==> src/hdl/mrrc_pkg.sv <==
// ----------------------------------------------------------------------------
// mrrc_pkg
// shared constants, beat and result types and the byte-wide crc-16 update
// ----------------------------------------------------------------------------
package mrrc_pkg;

	localparam int BYTE_W = 8;
	localparam int IDX_W  = 4;
	localparam int CRC_W  = 16;
	localparam int WORD_W = 16;
	localparam int RAW_W  = 32;

	localparam logic [CRC_W-1:0] CRC_INIT = 16'hFFFF;
	localparam logic [CRC_W-1:0] CRC_POLY = 16'hA001;

	// byte positions within the reply frame
	localparam logic [IDX_W-1:0] FRAME_LEN = 4'd11;
	localparam logic [IDX_W-1:0] CRC_SPAN  = 4'd9;
	localparam logic [IDX_W-1:0] IDX_FIRST = 4'd0;
	localparam logic [IDX_W-1:0] IDX_VH0   = 4'd3;
	localparam logic [IDX_W-1:0] IDX_VH1   = 4'd4;
	localparam logic [IDX_W-1:0] IDX_VL0   = 4'd5;
	localparam logic [IDX_W-1:0] IDX_VL1   = 4'd6;
	localparam logic [IDX_W-1:0] IDX_DW0   = 4'd7;
	localparam logic [IDX_W-1:0] IDX_DW1   = 4'd8;
	localparam logic [IDX_W-1:0] IDX_CRCLO = 4'd9;
	localparam logic [IDX_W-1:0] IDX_CRCHI = 4'd10;

	typedef struct packed {
		logic [BYTE_W-1:0] rx_byte;
		logic              frame_start;
	} beat_t;

	typedef struct packed {
		logic [RAW_W-1:0]  raw_value;
		logic [WORD_W-1:0] decimal_places;
		logic              crc_ok;
	} result_t;

	// one byte through crc-16/modbus, eight reflected shifts
	function automatic logic [CRC_W-1:0] crc16_byte(input logic [CRC_W-1:0] crc,
		input logic [BYTE_W-1:0] b);
		logic [CRC_W-1:0] c;
		c = crc ^ {{(CRC_W-BYTE_W){1'b0}}, b};
		for (int k = 0; k < BYTE_W; k++) begin
			c = c[0] ? ((c >> 1) ^ CRC_POLY) : (c >> 1);
		end
		return c;
	endfunction

endpackage

==> src/hdl/mrrc_frame.sv <==
// ----------------------------------------------------------------------------
// mrrc_frame
// frame tracking, crc accumulation, word capture and crc check
// ----------------------------------------------------------------------------
module mrrc_frame
	import mrrc_pkg::*;
(
	input  logic    clk,
	input  logic    arst_n,
	input  logic    step,
	input  beat_t   beat_s1,
	output logic    res_push,
	output result_t res
);

	logic [IDX_W-1:0]  byte_index_q;
	logic [CRC_W-1:0]  crc_accum_q;
	logic [WORD_W-1:0] value_high_q;
	logic [WORD_W-1:0] value_low_q;
	logic [WORD_W-1:0] decimal_word_q;
	logic [BYTE_W-1:0] crc_low_byte_q;

	logic              restart;
	logic [IDX_W-1:0]  idx;
	logic [CRC_W-1:0]  crc_base;
	logic [CRC_W-1:0]  crc_next;
	logic [CRC_W-1:0]  rx_crc;
	logic              ok;

	// start flag or a stray index opens a new frame
	assign restart  = beat_s1.frame_start || (byte_index_q >= FRAME_LEN);
	assign idx      = restart ? IDX_FIRST : byte_index_q;
	assign crc_base = restart ? CRC_INIT : crc_accum_q;
	assign crc_next = crc16_byte(crc_base, beat_s1.rx_byte);

	assign rx_crc   = {beat_s1.rx_byte, crc_low_byte_q};
	assign ok       = (rx_crc == crc_base);
	assign res_push = step && (idx == IDX_CRCHI);

	always_comb begin
		res.crc_ok         = ok;
		res.raw_value      = ok ? {value_high_q, value_low_q} : '0;
		res.decimal_places = ok ? decimal_word_q : '0;
	end

	always_ff @(posedge clk or negedge arst_n) begin
		if (!arst_n) begin
			byte_index_q <= IDX_FIRST;
			crc_accum_q  <= CRC_INIT;
		end else if (step) begin
			if (idx < CRC_SPAN) begin
				crc_accum_q  <= crc_next;
				byte_index_q <= idx + 1'b1;
			end else if (idx == IDX_CRCLO) begin
				crc_accum_q  <= crc_base;
				byte_index_q <= idx + 1'b1;
			end else begin
				crc_accum_q  <= CRC_INIT;
				byte_index_q <= IDX_FIRST;
			end
		end
	end

	always_ff @(posedge clk or negedge arst_n) begin
		if (!arst_n) begin
			value_high_q   <= '0;
			value_low_q    <= '0;
			decimal_word_q <= '0;
			crc_low_byte_q <= '0;
		end else if (step) begin
			unique case (idx) inside
				IDX_VH0, IDX_VH1: value_high_q   <= {value_high_q[BYTE_W-1:0], beat_s1.rx_byte};
				IDX_VL0, IDX_VL1: value_low_q    <= {value_low_q[BYTE_W-1:0], beat_s1.rx_byte};
				IDX_DW0, IDX_DW1: decimal_word_q <= {decimal_word_q[BYTE_W-1:0], beat_s1.rx_byte};
				IDX_CRCLO:        crc_low_byte_q <= beat_s1.rx_byte;
				default: ;
			endcase
		end
	end

`ifndef SYNTH
	a_idx_range: assert property (@(posedge clk) disable iff (!arst_n)
		byte_index_q <= IDX_CRCHI)
		else $error("byte index beyond frame end");

	a_end_rearm: assert property (@(posedge clk) disable iff (!arst_n)
		res_push |=> (byte_index_q == IDX_FIRST) && (crc_accum_q == CRC_INIT))
		else $error("frame state not rearmed after check");

	a_fail_zero: assert property (@(posedge clk) disable iff (!arst_n)
		res_push && !res.crc_ok |-> (res.raw_value == '0) && (res.decimal_places == '0))
		else $error("failed frame carries data");

	a_idx_step: assert property (@(posedge clk) disable iff (!arst_n)
		step && !beat_s1.frame_start && (byte_index_q < IDX_CRCHI)
		|=> byte_index_q == $past(byte_index_q) + 1'b1)
		else $error("byte index did not advance");
`endif

endmodule

==> config.mk <==
export PLATFORM = sky130hd
export DESIGN_NAME = mrrc_frame
export DESIGN_NICKNAME = d
export VERILOG_FILES = /design/src/hdl/mrrc_pkg.sv /design/src/hdl/mrrc_frame.sv
export SDC_FILE = /design/constraint.sdc
export NUM_CORES = 1
export LEC_CHECK = 0
export CAP_MARGIN = 20
export CORE_AREA = 2 2 100 102
export CTS_BUF_LIST = sky130_fd_sc_hd__clkbuf_8
export DETAILED_ROUTE_END_ITERATION = 7
export DIE_AREA = 0 0 102 104
export DONT_BUFFER_PORTS = 1
export SLEW_MARGIN = 20
export SYNTH_ARGS = -nofsm -noshare
export SYNTH_HDL_FRONTEND = slang
export SYNTH_SLANG_ARGS = --single-unit
==> constraint.sdc <==
create_clock -name clk -period 4 [get_ports clk]
set_input_delay 0.4 -clock clk [delete_from_list [all_inputs] [get_ports clk]]
set_output_delay 0.4 -clock clk [all_outputs]
set_load 0.01 [all_outputs]
# After elaboration in Yosys (flattened, before gate mapping)
# Cells that the tools add are included.
# word_totals
latch_bits	0
output_inout_bits	50
ff_bits	76
ramBits	0
n_memories	0
rom_bits	0
# classes
multipliers	0
div_mod_pow	0
mux	16
n_shift	0
bitwise	9
n_eq_ne	9
n_reduce_logical	9
magnitude_cmp	2
addsub	1
# ops
cell	count
$mux 16	12
$mux 32	1
$not 2->3	8
$eq 16x16->1	1
$eq 4x3->1 const B	4
$xor 16x8->16	1
$eq 4x4->1 const B	3
$mux 4	3
$reduce_and 2->1	4
$reduce_or 2->1	3
$add 4x1->4 const B	1
$eq 4x2->1 const B	1
$ge 4x4->1 const B	1
$lt 4x4->1 const B	1
$logic_and 1x1->1	1
$logic_or 1x1->1	1

# Logic depth before layout (Yosys ltp)
# logic_depth
ltp_word	21
mapped_depth	11
ltp_nobuf	9

# Worst setup path before layout
# No wires, ideal clock.
# synth_timing
kind	register to register
start	register byte_index_q[0]
end	register value_low_q[0]
arrival_ns	2.762
setup_ns	0.125
stages_incl_launch_ff	10
synth_period_minus_slack_ns	2.887
setup_slack_ns	1.113
cell_sequence	dfrtp_1 > a21o_1 > clkbuf_1 > a21oi_1 > buf_2 > nand2_1 > ha_1 > o2111ai_1 > clkbuf_1 > mux2_2
# synth_via
elab_chain_cells	6
elab_cells_between_ends	7
classes_between	order compare (1); eq/ne (2); mux (1); reduce/logical (3)
# synth_lines
item	line	text
start, declared	mrrc_frame.sv:16	logic [IDX_W-1:0] byte_index_q;
start signal, assigned	mrrc_frame.sv:53	byte_index_q <= idx + 1'b1;
start signal, assigned	mrrc_frame.sv:56	byte_index_q <= idx + 1'b1;
$ge 4x4->1	mrrc_frame.sv:31	assign restart = beat_s1.frame_start || (byte_index_q >= FRAME_LEN);
$logic_or 1x1->1	mrrc_frame.sv:31	
$mux 4 (*)	mrrc_frame.sv:32	assign idx = restart ? IDX_FIRST : byte_index_q;
$eq 4x3->1 (no line)	n/a	
$reduce_or 2->1 (*)	mrrc_frame.sv:71	unique case (idx) inside
$reduce_and 2->1 (no line) (*)	n/a	
end signal, assigned	mrrc_frame.sv:73	IDX_VL0, IDX_VL1: value_low_q <= {value_low_q[BYTE_W-1:0], beat_s1.rx_byte};
end, declared	mrrc_frame.sv:19	logic [WORD_W-1:0] value_low_q;
# Mark *: on every way between the ends. The rest lies on a longest branch, timed or not.
# A chain may end at the register's enable or synchronous reset.

==> results.sh <==
export IMPL_cp_start_kind="flop"
export IMPL_fin_nets=373
export IMPL_initial_core_util_pct=44.0
export IMPL_num_antenna_cells=0
export IMPL_swShare_pct=31.6
export IMPL_required_ns=3.60
export IMPL_synth_xor_area_share_pct=8.99
export IMPL_syn_nets=388
export IMPL_grt_setup_unrepaired="false"
export IMPL_power_uw=2760
export IMPL_syn_avg_cell_area_sq_um=11.3
export IMPL_grt_max_degree=77
export IMPL_finalHoldViolations=0
export IMPL_cp_max_fo=49
export IMPL_layout_area_overhead_vs_synth_pct=6.52
export IMPL_p_sw_uw=873
export IMPL_htree_levels=3
export IMPL_ant_nets=0
export IMPL_powerDensity_nw_per_um2=617
export IMPL_wl_per_cell_um=17.8
export IMPL_postCtsSetupBuffers=0
export IMPL_ctsResizeCount=0
export IMPL_die_area_sq_um=10600
export IMPL_netlist_instances=372
export IMPL_synth_edf_count=0
export IMPL_grt_pass1_vias=2688
export IMPL_grt_usage_pct=17.5
export IMPL_yosys_area_share_adder_pct=1.19
export IMPL_drive_above_1_share_pct=26.0
export IMPL_tns_ns=0
export IMPL_ys_warn_count=0
export IMPL_ir_drop_uv=221
export IMPL_setup_viol=0
export IMPL_die_w_um=102
export IMPL_fin_crit_ns=3.54
export IMPL_ys_top_cells_by_area="dfrtp_1 (36%), mux2_2 (15%), dfstp_2 (10%), and2_1 (7.9%), xnor2_1 (5.6%)"
export IMPL_grt_remaining_overflow=0
export IMPL_fin_skew_ns=0.00705
export IMPL_rows=36
export IMPL_slew_viol_final=0
export IMPL_clk_pin_slew_ns=0.08
export IMPL_ys_ff_latch=76
export IMPL_cts_root_buf="clkbuf_8"
export IMPL_status="finished clean"
export IMPL_crit_arrival_ns=3.14
export IMPL_layout_common_cells="dfrtp_1 (60), mux2_2 (56), and2_1 (53)"
export IMPL_cts_sinks=76
export IMPL_combPwrFrac_pct=28.6
export IMPL_seqPwrFrac_pct=50.2
export IMPL_worst_setup_path_end_kind="output port"
export IMPL_drt_first_pass_iters=5
export IMPL_synth_mux_area_share_pct=15.5
export IMPL_syn_area_sq_um=4200
export IMPL_synth_simple_gate_area_share_pct=14.1
export IMPL_fmax_mhz=282
export IMPL_hold_class="in -> reg"
export IMPL_vias_per_cell=5.56
export IMPL_cts_tree="yes"
export IMPL_p_clk_share_pct=21.2
export IMPL_synth_async_reset_ratio_pct=100
export IMPL_die_h_um=104
export IMPL_portBuffers=0
export IMPL_wirelength_mm=8.81
export IMPL_numCtsBuffers=9
export IMPL_nFillCells=903
export IMPL_netlist_top_cell_by_area="dfrtp_1"
export IMPL_relSlewSlack_pct=48.7
export IMPL_synth_top_area_share_pct=35.7
export IMPL_io_pins=62
export IMPL_antenna_found_initial=0
export IMPL_layout_area_seq_sq_um=1920
export IMPL_ys_seq_area_share_pct=45.7
export IMPL_grt_pass1_wl_mm=14.3
export IMPL_fp_coreArea_sq_um=9550
export IMPL_synth_cell_types=44
export IMPL_total_leakage_power_uw=0.00189
export IMPL_synth_compound_area_share_pct=10.4
export IMPL_vias=2750
export IMPL_place_gp_congestion=0.850
export IMPL_clk_insertion_delay_late_ns=0.35
export IMPL_min_period_over_period_pct=88.5
export IMPL_final_core_util_pct=46.9
export IMPL_p_int_uw=1890
export IMPL_cts_buffer_depth=2
export IMPL_multi_input_area_sq_um=2110
export IMPL_worstMarginPinSlew_ns=0.767
export IMPL_drt_iter0_drc=124
export IMPL_path_class="reg -> out"
export IMPL_max_cap_violations=0
export IMPL_synth_main_ff_cell="dfrtp_1"
export IMPL_final_common_cell="dfrtp_1"
export IMPL_hpwl_mm=5.84
export IMPL_drcViolationCount=0
export IMPL_synth_top_family_by_area="multiplexers"
## area by class of cell
class	count	share of cell area, %
timing repair buffer	5	1.34
tap	133	3.72
clock buffer	9	2.77
sequential	76	42.9
multi-input combinational	259	47.1
inverter	6	0.503
clock inverter	7	1.68
## timing repair
item / CTS / global route
hold buffers: 2 / 0
endpoints found under the hold margin: 76 / 0
endpoints found under the setup margin: 0 / 0
## Yosys cell counts (3+ instances only)
cell type and number:
a2111oi_0 4, a21oi_1 7, a221oi_1 3, and2_1 53, buf_1 3, buf_2 11
clkbuf_1 12, dfrtp_1 60, dfstp_2 16, ha_1 4, inv_1 6, mux2_2 56
nand2_1 11, nand3_1 6, nor2_1 15, o211ai_1 6, o21ai_0 3, o22a_1 18
or4_1 6, xnor2_1 27, xor2_1 11
## kinds of logic (layout without fill, tap and decap cells)
logic type               Yosys count  after routing
AO/OA/AOI/OAI                     56             56
XOR/XNOR                          40             40
adder cells (fa/ha/maj)            4              4
buffers and inverters             37             27
flip-flops                        76             76
multiplexers                      58             58
AND/OR/NAND/NOR                  101            101
## registers in the layout, summed over array words and instances, names as in the netlist
name	count
value_low_q	16
crc_low_byte_q	8
byte_index_q	4
crc_accum_q	16
value_high_q	16
decimal_word_q	16
## routing by layer
metal,vias to the layer above,GRT usage (%),part of all wire [%]
met4,0,6.00,0.86
li1,1290,-,-
met5,-,0,0
met3,8,4.23,5.9
met1,1385,23.0,44
met2,67,28.2,49
## stage by stage
stage | std cells | worst slack, ns | hold WS, ns | cell area (sq um)
global placement | 477 | 0.847 | 0.106 | 4240
floorplan | 372 | 1.11 | 0.104 | 4200
CTS | 495 | 0.447 | 0.109 | 4480
global route | 495 | 0.204 | 0.112 | 4480
finish | 495 | 0.459 | 0.125 | 4480
detailed placement | 477 | 0.812 | 0.106 | 4240
## worst paths after layout
check / slack [ns] / from / cells past startpoint / to
min reg2reg: 0.50 / value_low_q[8]$_DFFE_PN0P_ / 1 / value_low_q[8]$_DFFE_PN0P_
min in group asynchronous: 0.59 / arst_n / 2 / value_low_q[2]$_DFFE_PN0P_
max: 0.46 / byte_index_q[0]$_DFFE_PN0P_ / 6 / res[2]
max reg2reg: 0.78 / byte_index_q[0]$_DFFE_PN0P_ / 7 / crc_accum_q[1]$_DFFE_PN1P_
max in group asynchronous: 3.04 / arst_n / 2 / crc_accum_q[6]$_DFFE_PN1P_
min: 0.12 / step / 1 / byte_index_q[1]$_DFFE_PN0P_
## critical path, cell delays in order (launching register included)
cell and delay [ns]:
dfrtp_1 0.43, a21o_1 0.32, a21o_1 0.42, or4_1 0.56, a311oi_2 0.26, and4_4 0.52, and2_1 0.26
## power groups by stage
stage | clock network [uW] | registers, uW | logic [uW]
finish | 586 | 1390 | 790
global route | 645 | 1440 | 893
CTS | 606 | 1390 | 798
detailed placement | 0 | 1400 | 774
global placement | 0 | 1390 | 758
floorplan | 0 | 1280 | 731
No activity file was read; power rests on OpenSTA's default activity.
